**config.mk**
```make
export PLATFORM = sky130hd
export DESIGN_NAME = sliding_window_mean
export DESIGN_NICKNAME = d
export VERILOG_FILES = /design/src/design/swm_pkg.sv /design/src/design/sliding_window_mean.sv /design/src/design/swm_ram.sv /design/src/design/swm_divider.sv
export SDC_FILE = /design/constraint.sdc
export NUM_CORES = 2
export LEC_CHECK = 0
export BUFFER_PORTS_ARGS = -buffer_cell sky130_fd_sc_hd__buf_2
export CAP_MARGIN = 0
export CELL_PAD_IN_SITES_DETAIL_PLACEMENT = 1
export CELL_PAD_IN_SITES_GLOBAL_PLACEMENT = 2
export CORE_MARGIN = 5
export CORE_UTILIZATION = 45
export CTS_CLUSTER_DIAMETER = 120
export CTS_CLUSTER_SIZE = 30
export DETAILED_ROUTE_END_ITERATION = 8
export GPL_TIMING_DRIVEN = 0
export HOLD_SLACK_MARGIN = 0.1
export PLACE_DENSITY = 0.68
export SYNTH_ARGS = -nofsm -noshare
export SYNTH_HDL_FRONTEND = slang
export SYNTH_HIERARCHICAL = 1
export SYNTH_SLANG_ARGS = --single-unit
```
**constraint.sdc**
```tcl
create_clock -name clk -period 12.8 [get_ports clk]
set_input_delay 0 -clock clk [delete_from_list [all_inputs] [get_ports clk]]
set_output_delay 0 -clock clk [all_outputs]
set_load 0.05 [all_outputs]
```
**src/design/swm_pkg.sv**
```systemverilog
package swm_pkg;

  // Number of samples the ring holds.
  localparam int CAPACITY = 256;

  localparam int SAMPLE_W = 16;
  localparam int WL_W     = 9;
  localparam int USED_W   = 9;
  localparam int ADDR_W   = (CAPACITY > 1) ? $clog2(CAPACITY) : 1;
  localparam int CNT_W    = $clog2(CAPACITY + 1);
  localparam int SUM_W    = SAMPLE_W + $clog2(CAPACITY);
  localparam int CMP_W    = (CNT_W > WL_W) ? CNT_W : WL_W;

  typedef logic signed [SAMPLE_W-1:0] sample_t;
  typedef logic [WL_W-1:0]            wlen_t;
  typedef logic [ADDR_W-1:0]          addr_t;
  typedef logic [CNT_W-1:0]           cnt_t;
  typedef logic signed [SUM_W-1:0]    sum_t;
  typedef logic [SUM_W-1:0]           mag_t;
  typedef logic [USED_W-1:0]          used_t;

  typedef enum logic [1:0] {
    ST_IDLE,
    ST_UPDATE,
    ST_DIV,
    ST_DONE
  } state_t;

  // Request from the controller to the divider.
  typedef struct packed {
    logic start;
    logic neg;
    mag_t mag;
    cnt_t divisor;
  } div_req_t;

  // Window length in effect once the ring is full enough: zero and lengths
  // beyond the ring both mean the whole ring.
  function automatic cnt_t effective_window(wlen_t wl);
    logic [CMP_W-1:0] wl_x;
    wl_x = CMP_W'(wl);
    if (wl_x == '0 || wl_x > CMP_W'(CAPACITY)) begin
      return CNT_W'(CAPACITY);
    end
    return CNT_W'(wl_x);
  endfunction

  // Sample count as reported on the output, modulo its field width.
  function automatic used_t to_used(cnt_t w);
    logic [31:0] t;
    t = 32'(w);
    return t[USED_W-1:0];
  endfunction

endpackage

```
**src/design/sliding_window_mean.sv**
```systemverilog
// Moving average over the newest samples of a signed Q8.8 stream. Each
// input beat appends one sample to a ring of CAPACITY entries in a
// single-port RAM and yields one output beat: the mean of the newest W
// samples, truncated toward zero, and W itself. W is the window register,
// or the number of samples stored when the register is zero or larger than
// that number. A running sum is updated with the new sample and the one that
// leaves the window, so each beat costs one RAM read and one RAM write; the
// bit-serial divider then bounds the rate (accept, ring update, 24 divide
// steps, a state to see the divider finish, output load held by a full output).
// The next input beat is taken while the previous result still waits on the
// output. Writing the window register restarts the series; write it only
// while the block is idle.
module sliding_window_mean (
  input  logic        clk,
  input  logic        rst_n,
  input  logic        cfg_wr_en,
  input  logic [8:0]  cfg_wr_data,   // window_length
  input  logic        in_tvalid,
  output logic        in_tready,
  input  logic [15:0] in_tdata,      // [15:0] sample
  output logic        out_tvalid,
  input  logic        out_tready,
  output logic [31:0] out_tdata      // [15:0] average, [24:16] samples_used
);

  swm_pkg::state_t   state_r, state_nxt;
  swm_pkg::wlen_t    wl_r;
  swm_pkg::addr_t    wp_r, wp_nxt;
  swm_pkg::cnt_t     fill_r, fill_nxt;
  swm_pkg::sum_t     sum_r, sum_nxt;
  swm_pkg::sample_t  x_r;
  swm_pkg::cnt_t     w_r, w_nxt;
  logic              out_valid_r;
  swm_pkg::sample_t  avg_r;
  swm_pkg::used_t    used_r;

  swm_pkg::cnt_t     eff;
  logic              ram_we;
  swm_pkg::addr_t    ram_addr;
  swm_pkg::sample_t  ram_rdata;
  logic [swm_pkg::SAMPLE_W-1:0] ram_rraw;
  swm_pkg::addr_t    old_addr;
  logic [swm_pkg::CNT_W:0] wp_ext;
  swm_pkg::sample_t  leave;
  swm_pkg::div_req_t div_req;
  logic              div_busy;
  swm_pkg::sample_t  div_q;
  logic              load_out;

  assign eff = swm_pkg::effective_window(wl_r);

  // Slot of the sample that drops out of the window; read before the new
  // sample is written, since with a full-ring window it is the same slot.
  always_comb begin
    wp_ext = (swm_pkg::CNT_W + 1)'(wp_r);
    if (wp_ext >= {1'b0, eff}) begin
      old_addr = swm_pkg::ADDR_W'(wp_ext - {1'b0, eff});
    end else begin
      old_addr = swm_pkg::ADDR_W'(wp_ext + (swm_pkg::CNT_W + 1)'(swm_pkg::CAPACITY)
                                  - {1'b0, eff});
    end
  end

  assign ram_rdata = swm_pkg::sample_t'(ram_rraw);
  assign leave     = (fill_r >= eff) ? ram_rdata : '0;

  always_comb begin
    state_nxt = state_r;
    wp_nxt    = wp_r;
    fill_nxt  = fill_r;
    sum_nxt   = sum_r;
    w_nxt     = w_r;
    ram_we    = 1'b0;
    ram_addr  = old_addr;
    load_out  = 1'b0;
    in_tready = 1'b0;
    div_req   = '0;
    unique case (state_r)
      swm_pkg::ST_IDLE: begin
        in_tready = 1'b1;
        if (in_tvalid) begin
          state_nxt = swm_pkg::ST_UPDATE;
        end
      end
      swm_pkg::ST_UPDATE: begin
        ram_we   = 1'b1;
        ram_addr = wp_r;
        sum_nxt  = sum_r + swm_pkg::SUM_W'(x_r) - swm_pkg::SUM_W'(leave);
        if (wp_r == swm_pkg::ADDR_W'(swm_pkg::CAPACITY - 1)) begin
          wp_nxt = '0;
        end else begin
          wp_nxt = wp_r + 1'b1;
        end
        if (fill_r != swm_pkg::CNT_W'(swm_pkg::CAPACITY)) begin
          fill_nxt = fill_r + 1'b1;
        end
        w_nxt = (fill_nxt < eff) ? fill_nxt : eff;
        div_req.start   = 1'b1;
        div_req.neg     = sum_nxt[swm_pkg::SUM_W-1];
        div_req.mag     = sum_nxt[swm_pkg::SUM_W-1] ? swm_pkg::mag_t'(-sum_nxt)
                                                    : swm_pkg::mag_t'(sum_nxt);
        div_req.divisor = w_nxt;
        state_nxt = swm_pkg::ST_DIV;
      end
      swm_pkg::ST_DIV: begin
        if (!div_busy) begin
          state_nxt = swm_pkg::ST_DONE;
        end
      end
      swm_pkg::ST_DONE: begin
        if (!out_valid_r || out_tready) begin
          load_out  = 1'b1;
          state_nxt = swm_pkg::ST_IDLE;
        end
      end
      default: state_nxt = swm_pkg::ST_IDLE;
    endcase
  end

  always_ff @(posedge clk) begin
    if (!rst_n) begin
      state_r     <= swm_pkg::ST_IDLE;
      wl_r        <= '0;
      wp_r        <= '0;
      fill_r      <= '0;
      sum_r       <= '0;
      out_valid_r <= 1'b0;
    end else begin
      state_r <= state_nxt;
      if (cfg_wr_en) begin
        wl_r   <= cfg_wr_data;
        wp_r   <= '0;
        fill_r <= '0;
        sum_r  <= '0;
      end else begin
        wp_r   <= wp_nxt;
        fill_r <= fill_nxt;
        sum_r  <= sum_nxt;
      end
      if (load_out) begin
        out_valid_r <= 1'b1;
      end else if (out_tready) begin
        out_valid_r <= 1'b0;
      end
    end
    if (in_tvalid && in_tready) begin
      x_r <= swm_pkg::sample_t'(in_tdata);
    end
    w_r <= w_nxt;
    if (load_out) begin
      avg_r  <= div_q;
      used_r <= swm_pkg::to_used(w_r);
    end
  end

  swm_ram #(
    .WIDTH(swm_pkg::SAMPLE_W),
    .DEPTH(swm_pkg::CAPACITY)
  ) u_ring (
    .clk   (clk),
    .we    (ram_we),
    .addr  (ram_addr),
    .wdata (x_r),
    .rdata (ram_rraw)
  );

  swm_divider u_div (
    .clk      (clk),
    .rst_n    (rst_n),
    .req      (div_req),
    .busy     (div_busy),
    .quotient (div_q)
  );

  assign out_tvalid = out_valid_r;
  assign out_tdata  = {7'b0, used_r, avg_r};

endmodule

```
**src/design/swm_ram.sv**
```systemverilog
module swm_ram #(
  parameter int WIDTH = 16,
  parameter int DEPTH = 256
) (
  input  logic                                      clk,
  input  logic                                      we,
  input  logic [((DEPTH > 1) ? $clog2(DEPTH) : 1)-1:0] addr,
  input  logic [WIDTH-1:0]                          wdata,
  output logic [WIDTH-1:0]                          rdata
);

  logic [WIDTH-1:0] mem [DEPTH];
  logic [WIDTH-1:0] rdata_r;

  always_ff @(posedge clk) begin
    if (we) begin
      mem[addr] <= wdata;
    end
    rdata_r <= mem[addr];
  end

  assign rdata = rdata_r;

endmodule

```
**src/design/swm_divider.sv**
```systemverilog
module swm_divider (
  input  logic                clk,
  input  logic                rst_n,
  input  swm_pkg::div_req_t   req,
  output logic                busy,
  output swm_pkg::sample_t    quotient
);

  localparam int STEP_W = $clog2(swm_pkg::SUM_W + 1);

  logic                   busy_r, busy_nxt;
  logic [STEP_W-1:0]      step_r, step_nxt;
  swm_pkg::mag_t          q_r, q_nxt;
  swm_pkg::cnt_t          rem_r, rem_nxt;
  swm_pkg::cnt_t          div_r, div_nxt;
  logic                   neg_r, neg_nxt;
  logic [swm_pkg::CNT_W:0] trial;
  swm_pkg::mag_t          signed_q;

  // One quotient bit per cycle, restoring form.
  always_comb begin
    busy_nxt = busy_r;
    step_nxt = step_r;
    q_nxt    = q_r;
    rem_nxt  = rem_r;
    div_nxt  = div_r;
    neg_nxt  = neg_r;
    trial    = {rem_r, q_r[swm_pkg::SUM_W-1]};
    if (req.start) begin
      busy_nxt = 1'b1;
      step_nxt = '0;
      q_nxt    = req.mag;
      rem_nxt  = '0;
      div_nxt  = req.divisor;
      neg_nxt  = req.neg;
    end else if (busy_r) begin
      if (trial >= {1'b0, div_r}) begin
        rem_nxt = swm_pkg::CNT_W'(trial - {1'b0, div_r});
        q_nxt   = {q_r[swm_pkg::SUM_W-2:0], 1'b1};
      end else begin
        rem_nxt = trial[swm_pkg::CNT_W-1:0];
        q_nxt   = {q_r[swm_pkg::SUM_W-2:0], 1'b0};
      end
      step_nxt = step_r + 1'b1;
      if (step_r == STEP_W'(swm_pkg::SUM_W - 1)) begin
        busy_nxt = 1'b0;
      end
    end
  end

  always_ff @(posedge clk) begin
    if (!rst_n) begin
      busy_r <= 1'b0;
      step_r <= '0;
    end else begin
      busy_r <= busy_nxt;
      step_r <= step_nxt;
    end
    q_r   <= q_nxt;
    rem_r <= rem_nxt;
    div_r <= div_nxt;
    neg_r <= neg_nxt;
  end

  assign signed_q = neg_r ? (~q_r + 1'b1) : q_r;
  assign quotient = signed_q[swm_pkg::SAMPLE_W-1:0];
  assign busy     = busy_r;

endmodule

```
==> impl_metrics.py <==
metrics = {
    "die": {
        "die_w_um": 617,
        "coreArea_mm2": 0.368,
        "core.rowCount": 223,
        "dieArea_mm2": 0.381,
        "dieHeight_um": 617,
        "design.portCount": 64,
        "start_util_pct": 45.1,
    },
    "grt": {
        "grt_remaining_overflow": 0,
        "grt_pass1_vias": 86400,
        "grt_use_total_pct": 26.4,
        "antenna_found_initial": 34,
        "grt_first_pass_wirelength_um": 704000,
        "grt_start_max_net_pins": 33,
    },
    "synth": {
        "synth.top_cell.area_share_pct": 75.7,
        "yosysMostFrequentCell": "edfxtp_1",
        "yosysWarningCount": 6,
        "async_flop_share_pct": 0,
        "yosysSeqAreaShare_pct": 76.7,
        "netlist_top_cells_area": "edfxtp_1 76%, mux4_2 14%, a22oi_1 2.3%",
        "synth_seq_cells": 4264,
        "synth_edf_count": 4180,
        "synth_area_mm2": 0.166,
        "synth.distinct_cells": 86,
        "synth_ff_type": "edfxtp_1",
        "yosys.area.top_type": "edfxtp_1",
        "synth_common_cells": "4,180 x edfxtp_1, 1,024 x mux4_2, 514 x a22oi_1, 309 x a21oi_1, 309 x nor2_1",
        "syn-instance-count": 7810,
        "synth_area_per_cell_um2": 21.2,
    },
    "sta": {
        "rsz0062_at_grt": "no",
        "whs_ns": 0.199,
        "setup_viol": 0,
        "layout_setup_ws_ns": 2.84,
        "finalCriticalPeriod_ns": 9.96,
        "clock_skew_ns": 0.0954,
        "period_share_pct": 77.8,
        "worstMarginPinSlew_ns": 1.62,
        "fmaxAchievable_ghz": 0.100,
        "max_slew_margin_pct": -8.28,
        "report.final.slew_viol_count": 5,
        "final_hold_viol_count": 0,
    },
    "finish": {
        "final_area_mm2": 0.188,
        "nFillCells": 32100,
        "finish.net_count": 8703,
        "drive_gt1_share_pct": 25.9,
        "multiInputGateArea_mm2": 0.0369,
        "seqCellArea_mm2": 0.127,
        "syn_to_final_growth_pct": 13.2,
        "instances_no_fill": 13500,
    },
    "flow_run": {
        "drv_cap": 4,
    },
    "clocking": {
        "h-tree-depth": 4,
        "cts_setup_buffers": 0,
        "clock_path_buffers": 4,
        "cts_buffers": 167,
        "clock_sinks": 4264,
        "cts_resized": 0,
        "path_clk_slew_ns": 0.11,
        "cts.root.buffer_cell": "clkbuf_16",
        "clk_latency_ns": 0.98,
        "cts_tree": "done",
    },
    "pwr": {
        "p_total_mw": 35.3,
        "intPower_mw": 23.1,
        "p_switching_mw": 12.2,
        "power_density_mw_per_mm2": 188,
        "swShare_pct": 34.6,
        "power_leakage_nw": 56.7,
        "clkPwrFrac_pct": 18.9,
        "combPwrFrac_pct": 34.3,
        "ir_drop_uv": 108,
        "power_frac_seq_pct": 46.8,
    },
    "setup_path": {
        "worstSetupPathType": "reg -> reg",
        "end_kind": "flop",
        "required_ns": 13.32,
        "path_max_fanout": 16,
        "arrival_ns": 10.48,
        "cp-start-kind": "flop",
    },
    "hold_path": {
        "hold_path_class": "in -> reg",
    },
    "placed_design": {
        "pre_cts_ws_ns": 3.04,
        "gp_congestion": 0.892,
        "portBuffers": 55,
        "dpl.hpwl_um": 371000,
        "placed_area_mm2": 0.182,
        "post-place-cells": 13200,
    },
    "detailed_routing": {
        "drc": 0,
        "first_iter_violations": 10700,
        "firstDrtPassIters": 7,
        "wl_per_cell_um": 37.7,
        "wl_um": 508000,
        "postRouteAntennaNets": 0,
        "num_vias": 84800,
        "viasPerCell": 6.29,
    },
    "run_status": {
        "violations": "capacitance limit, slew limit",
        "outcome": "finished, violations left",
    },
}
## critical path, stage by stage, from the launching register on
cell	delay, ns
dfxtp_1	0.35
nor4_1	0.29
nand2_1	0.09
ha_1	0.34
nor2b_1	0.54
ha_1	0.31
nor2b_1	0.06
o21ai_0	0.23
a21oi_1	0.14
o31ai_1	0.96
clkbuf_1	0.81
and2_1	0.24
clkbuf_1	1.06
clkbuf_2	0.70
clkbuf_1	0.60
nand2_1	0.79
clkbuf_2	0.74
buf_16	0.38
nor2_2	0.76
## cell families after synthesis
family	Yosys count	synth area share, %
other	1	0.00226
AOI/OAI and AO/OA	1053	4.37
DFF	4264	76.7
and+or+nand+nor	643	1.84
muxes	1094	14.3
xor gates and xnor gates	68	0.368
adders and majority gates	93	0.815
buffers and inverters	594	1.58
## area by class of cell
class	instances	share of cell area [%]
Antenna cell	13	0.0173
Buffer	464	1.17
Clock buffer	192	2.32
Clock inverter	18	0.133
Inverter	130	0.260
Multi-Input combinational cell	2958	19.7
Sequential cell	4264	67.7
Tap cell	4837	3.22
Timing Repair Buffer	595	5.49
## power groups by stage
stage / Clock [mW] / Sequential (mW) / Combinational (mW)
after global routing: 7.35 / 16.5 / 12.6
final: 6.68 / 16.5 / 12.1
after detailed placement: 0 / 16.8 / 12.0
after CTS: 6.83 / 16.5 / 12.1
after global placement: 0 / 18.3 / 9.83
after floorplan: 0 / 17.4 / 5.90
## timing repair
| action | 4_1_cts | 5_1_grt |
|---|---|---|
| endpoints found under the hold margin | 82 | 0 |
| setup endpoints to repair | 0 | 0 |
| hold buffers | 74 | 0 |
## routing by layer
metal / vias up / wire [um] / part of all wire [%] / track usage (%)
li1: 34100 / - / - / -
met1: 46500 / 200000 / 39 / 36.1
met2: 3488 / 241000 / 47 / 41.9
met3: 644 / 44800 / 8.8 / 5.97
met4: 22 / 22000 / 4.3 / 9.49
met5: - / 294 / 0.058 / 0
## cell usage in the layout, fill, tap and decap left out, types with 41 or more instances in the layout
master / synthesis / layout
ha_1: 68 / 67
nor2_1: 309 / 82
buf_6: 28 / 84
dlygate4sd3_1: 0 / 74
buf_16: 0 / 199
buf_8: 0 / 183
clkbuf_16: 0 / 171
inv_1: 129 / 129
nand2_1: 85 / 85
clkbuf_1: 275 / 262
o21ai_0: 43 / 41
a21oi_1: 309 / 309
buf_2: 78 / 139
buf_1: 59 / 57
dfxtp_1: 84 / 84
o41ai_1: 66 / 52
a22oi_1: 514 / 514
edfxtp_1: 4180 / 4180
nor2_2: 0 / 227
mux4_2: 1024 / 1024
## sequential cells by signal, indices dropped and copies added, names as in the netlist, 5 cells and up
name          count
avg_r            16
fill_r            9
sum_r            24
u_div/div_r       9
u_div/q_r        24
u_div/rem_r       9
u_div/step_r      5
u_ring/mem     4096
u_ring/rdata     16
used_r            9
w_r               9
wl_r              9
wp_r              8
x_r              16
## stage by stage
step | util, % | TNS, ns
final | 51.0 | 0
after global routing | 51.0 | 0
after CTS | 51.0 | 0
after detailed placement | 49.6 | 0
after global placement | 46.8 | -60.22
after floorplan | - | 0
## path summary, 6_finish.rpt
| kind | start | end | slack, ns | cells past startpoint |
|---|---|---|---|---|
| max | wl_r[0]$_SDFFE_PN0P_ | u_ring/mem[47][8]$_DFFE_PP_ | 2.84 | 18 |
| min | rst_n | out_tvalid$_SDFFE_PN0P_ | 0.20 | 4 |
| max reg2reg | wl_r[0]$_SDFFE_PN0P_ | u_ring/mem[47][8]$_DFFE_PP_ | 2.84 | 18 |
| min reg2reg | w_r[0]$_DFFE_PP_ | used_r[0]$_DFFE_PP_ | 0.42 | 0 |
No activity file was read; power rests on OpenSTA's default activity.
